[src/rtl/min_error_boundary_cut_macros.svh]
// Assertion macros used by the boundary cut back end.
`ifndef MIN_ERROR_BOUNDARY_CUT_MACROS_SVH
`define MIN_ERROR_BOUNDARY_CUT_MACROS_SVH
`ifndef SYNTH
`define MEBC_ASSERT_IMP(lbl, clk, rst_n, a, c) \
  lbl: assert property (@(posedge clk) disable iff (!rst_n) (a) |-> (c)) else $error("lbl");
`define MEBC_ASSERT_NXT(lbl, clk, rst_n, a, c) \
  lbl: assert property (@(posedge clk) disable iff (!rst_n) (a) |=> (c)) else $error("lbl");
`else
`define MEBC_ASSERT_IMP(lbl, clk, rst_n, a, c)
`define MEBC_ASSERT_NXT(lbl, clk, rst_n, a, c)
`endif
`endif

[src/rtl/mebc_pkg.sv]
// Types and constants shared by the boundary cut modules.
package mebc_pkg;
  localparam int ErrW  = 13;
  localparam int CostW = 18;
  localparam int SumW  = 26;
  localparam logic [CostW-1:0] CostMax = 18'h3FFFF;

  localparam logic [1:0] CFG_DIR  = 2'd0;
  localparam logic [1:0] CFG_TILE = 2'd1;
  localparam logic [1:0] CFG_OVL  = 2'd2;

  localparam logic [1:0] PRED_UL = 2'd0;
  localparam logic [1:0] PRED_ST = 2'd1;
  localparam logic [1:0] PRED_DR = 2'd2;

  // One queue entry: squared error sum plus the last flag.
  typedef struct packed {
    logic [SumW-1:0] sum;
    logic            last;
  } mebc_item_t;

  function automatic logic [SumW-1:0] sq_diff(input logic signed [12:0] a,
                                              input logic signed [12:0] b);
    logic signed [13:0] d;
    logic [12:0] m;
    d = 14'(a) - 14'(b);
    m = d[13] ? 13'(-d) : 13'(d);
    return SumW'(m) * SumW'(m);
  endfunction
endpackage

[src/rtl/mebc_front.sv]
// Front end: accepts pixel pairs, forms the squared Lab difference, feeds the queue.
module mebc_front import mebc_pkg::*; (
  input  logic                 clk,
  input  logic                 rst_n,
  input  logic                 in_tvalid,
  output logic                 in_tready,
  input  logic [10:0]          patch_lum,
  input  logic [11:0]          patch_gr,
  input  logic [11:0]          patch_by,
  input  logic [10:0]          quilt_lum,
  input  logic [11:0]          quilt_gr,
  input  logic [11:0]          quilt_by,
  input  logic                 in_last,
  output logic                 q_valid,
  input  logic                 q_ready,
  output mebc_item_t           q_item
);
  localparam int Depth = 2;
  mebc_item_t mem_r [Depth];
  logic       wp_r, rp_r;
  logic [1:0] cnt_r, cnt_nxt;
  mebc_item_t it;
  logic push, pop;

  always_comb begin
    it.sum = sq_diff(13'({2'b0, patch_lum}), 13'({2'b0, quilt_lum}))
           + sq_diff(13'(signed'(patch_gr)), 13'(signed'(quilt_gr)))
           + sq_diff(13'(signed'(patch_by)), 13'(signed'(quilt_by)));
    it.last = in_last;
  end

  assign in_tready = (cnt_r != 2'd2);
  assign push = in_tvalid && in_tready;
  assign q_valid = (cnt_r != 2'd0);
  assign pop = q_valid && q_ready;
  assign q_item = mem_r[rp_r];
  assign cnt_nxt = cnt_r + {1'b0, push} - {1'b0, pop};

  always_ff @(posedge clk) begin
    if (push) mem_r[wp_r] <= it;
    if (!rst_n) begin
      wp_r <= 1'b0; rp_r <= 1'b0; cnt_r <= 2'd0;
    end else begin
      if (push) wp_r <= ~wp_r;
      if (pop) rp_r <= ~rp_r;
      cnt_r <= cnt_nxt;
    end
  end
endmodule

[config.mk]
export PLATFORM = sky130hd
export DESIGN_NAME = mebc_front
export DESIGN_NICKNAME = d
export VERILOG_FILES = /design/src/rtl/min_error_boundary_cut_macros.svh /design/src/rtl/mebc_pkg.sv /design/src/rtl/mebc_front.sv
export SDC_FILE = /design/constraint.sdc
export NUM_CORES = 1
export LEC_CHECK = 0
export BUFFER_PORTS_ARGS = -buffer_cell sky130_fd_sc_hd__buf_2
export CAP_MARGIN = 5
export CORE_ASPECT_RATIO = 0.9
export CORE_MARGIN = 1
export CORE_UTILIZATION = 65
export CTS_CLUSTER_DIAMETER = 60
export CTS_CLUSTER_SIZE = 8
export DETAILED_ROUTE_END_ITERATION = 16
export PLACE_DENSITY = 0.82
export SYNTH_ARGS = -nofsm -noshare
export SYNTH_HDL_FRONTEND = slang
export SYNTH_SLANG_ARGS = --single-unit
[constraint.sdc]
create_clock -name clk -period 26.2 [get_ports clk]
set_clock_uncertainty 0.1 [all_clocks]
set_input_delay 3.93 -clock clk [delete_from_list [all_inputs] [get_ports clk]]
set_output_delay 3.93 -clock clk [all_outputs]
set_load 0.005 [all_outputs]
==> impl_metrics.py <==
metrics = {
    "detailed_routing": {
        "wl_per_cell_um": 16.6,
        "wl_um": 43400,
        "detail_route.iter0.violations": 953,
        "vias": 14100,
        "viasPerCell": 5.40,
        "final_antenna_net_count": 0,
        "drt_first_pass_iters": 5,
        "route.detailed.drc": 0,
    },
    "setup_path": {
        "r2r.worst_path.cells": 8,
        "critPathBufInv": 9,
        "crit_required_ps": 26160,
        "worstSetupEndpointType": "flop",
        "worstSetupStartpointType": "input pin",
        "crit_fanout": 13,
        "r2r_start": "cnt_r[1]",
        "critPathTopFamily": "adder cells",
        "crit_arrival_ps": 13950,
        "worstSetupPathType": "in -> reg",
        "reg2reg_to": "cnt_r[1]",
        "cpMaxStageDelayCell": "xor2_1",
        "slowest_delay_ps": 1100,
        "regToRegSetupSlack_ps": 24250,
    },
    "timing": {
        "relSlewSlack": 0.0753,
        "hold_viol_final": 0,
        "post-route-min-period_ps": 13990,
        "finalMaxSlewViolations": 0,
        "max_clock_freq_mhz": 71.5,
        "setup_viol": 0,
        "period_share": 0.534,
        "rsz0062_at_grt": "false",
        "worst_pin_slew_ps": 1380,
        "fin_setup_tns_ps": 0,
    },
    "clock_network": {
        "cts_root_buffer": "clkbuf_16",
        "cts_num_sinks": 59,
        "postCtsSetupBuffers": 0,
        "clkTransAtPathRegs_ps": 50,
        "numCtsBuffers": 9,
        "post_cts_resized": 0,
        "htreeDepth": 3,
        "ctsHoldBuffers": 0,
        "insertion_delay_ps": 330,
        "clk_path_buf_depth": 2,
        "cts_tree": "yes",
    },
    "final_layout": {
        "antenna_cells": 0,
        "fill_cells": 2130,
        "area_growth_pct": 7.15,
        "nNetsFinal": 2890,
        "drive_gt1_frac": 0.104,
    },
    "die": {
        "ios": 104,
        "die_area_sq_um": 30600,
        "initial_core_util": 0.667,
        "die_h_um": 166,
        "die_x_um": 184,
        "coreArea_sq_um": 29200,
        "row_count": 59,
    },
    "synth": {
        "yosysMostFrequentCell": "inv_1",
        "synth_top_cells_by_area": "fa_1 40%, ha_1 14%, inv_1 11%",
        "ys_seq_area_frac": 0.0885,
        "synth_warnings": 0,
        "ys_top_cells_by_count": "589 x inv_1, 392 x fa_1, 210 x ha_1",
        "async_flop_share": 0,
        "synth-edff-count": 54,
        "ys_seq_elements": 59,
        "avgSynthCellArea_sq_um": 9.39,
        "syn_inst": 2072,
        "yosysTopAreaCell": "fa_1",
        "synth_cell_type_count": 92,
        "synth_area_sq_um": 19500,
        "synth_ff_type": "edfxtp_1",
        "synth_top_cell_area_share": 0.403,
    },
    "run_status": {
        "status": "finished clean",
    },
    "global_routing": {
        "grt_max_degree": 29,
        "grtUsageTotal": 0.303,
        "grt_pass1_wl_um": 72900,
        "antenna_found_initial": 0,
        "overflow": 0,
        "grt_pass1_vias": 15100,
    },
    "placement": {
        "dp_hpwl_um": 38300,
        "routabilityCongestion": 0.951,
        "io_buffers": 103,
    },
    "worst_hold_path": {
        "hp-class": "reg -> reg",
        "hp-start": "rp_r",
        "hold_path_end": "rp_r",
        "whs_path_depth": 2,
    },
    "run": {
        "drv_cap": 0,
    },
}
[logic make-up after synthesis]
group,Yosys count,synth area share
other cells,2,0.000386
flops,59,0.0885
mux,33,0.0188
simple gates,468,0.117
compound gates,186,0.0685
fa+ha+maj,602,0.538
xor+xnor,89,0.0452
buf+inv,633,0.123
[per-layer routing]
| metal | vias to the layer above | wire length, um | global-route usage |
|---|---|---|---|
| li1 | 6544 | - | - |
| met1 | 6975 | 18500 | 0.406 |
| met2 | 502 | 20800 | 0.514 |
| met3 | 88 | 2680 | 0.0353 |
| met4 | 0 | 1400 | 0.0982 |
| met5 | - | 0 | 0 |
[flip-flops by register name, summed over array words and instances (netlist names), named ones only]
| name | flops |
|---|---|
| wp_r | 1 |
| mem_r | 54 |
| rp_r | 1 |
| cnt_r | 2 |
[cells in the final DEF (no fill, tap or decap), types with 6 or more instances in the layout]
cell and n:
nor3_1 20, o21a_1 9, clkinv_1 6, xor2_1 34, and3_1 9, buf_4 12, o21ai_1 9, mux2_2 28
nand3_1 21, and2_1 17, nor2_1 183, a21o_1 17, nand2_1 96, inv_2 8, inv_1 589, clkbuf_16 9
buf_2 103, conb_1 49, a21oi_1 42, edfxtp_1 54, fa_1 392, ha_1 210, nand2b_1 34, nor4_1 7
nor2b_1 12, xnor2_1 44, or3_1 8, o21ai_0 31, o211ai_1 6, or2_2 23, a31oi_1 12, o21bai_1 6
[worst max-delay path by stage]
| stage | from | end | slack, ps | cells past startpoint |
|---|---|---|---|---|
| final | patch_by[0] | mem_r[0][19] | 12210 | 36 |
| after global routing | patch_by[0] | mem_r[0][21] | 11730 | 35 |
| after CTS | patch_by[0] | mem_r[0][19] | 12360 | 36 |
| after detailed placement | patch_by[0] | mem_r[0][21] | 12040 | 35 |
| after global placement | patch_by[0] | mem_r[0][19] | 12290 | 36 |
| after floorplan | patch_lum[0] | mem_r[0][19] | 13200 | 36 |
[tightest hold or removal path: cells and delay by family (launching register included)]
family,cells,cell delay (ps)
xor gates and xnor gates,1,90
DFF,1,320
and+or+nand+nor,1,100
[through the flow]
stage	worst slack (ps)	cell area, sq um	cells	util	hold slack [ps]
after global routing	11730	20900	2613	0.715	475
final	12210	20900	2613	0.715	449
after floorplan	13200	19600	2119	-	404
after detailed placement	12040	20600	2598	0.707	433
after global placement	12290	20600	2598	0.707	425
after CTS	12360	20900	2613	0.715	449
[area by class of cell]
| class | count | area (sq um) | share of cell area |
|---|---|---|---|
| multi-input combinational | 1427 | 15500 | 0.744 |
| clock buffer | 10 | 229 | 0.0110 |
| inverter | 601 | 2260 | 0.108 |
| timing repair buffer | 115 | 606 | 0.0290 |
| clock inverter | 5 | 21.3 | 0.00102 |
| sequential | 59 | 1720 | 0.0826 |
| tap | 396 | 495 | 0.0238 |
Power is left out: the tool's default activity adds up to more than one toggle a clock period on the data nets, which glitch-free logic cannot reach.
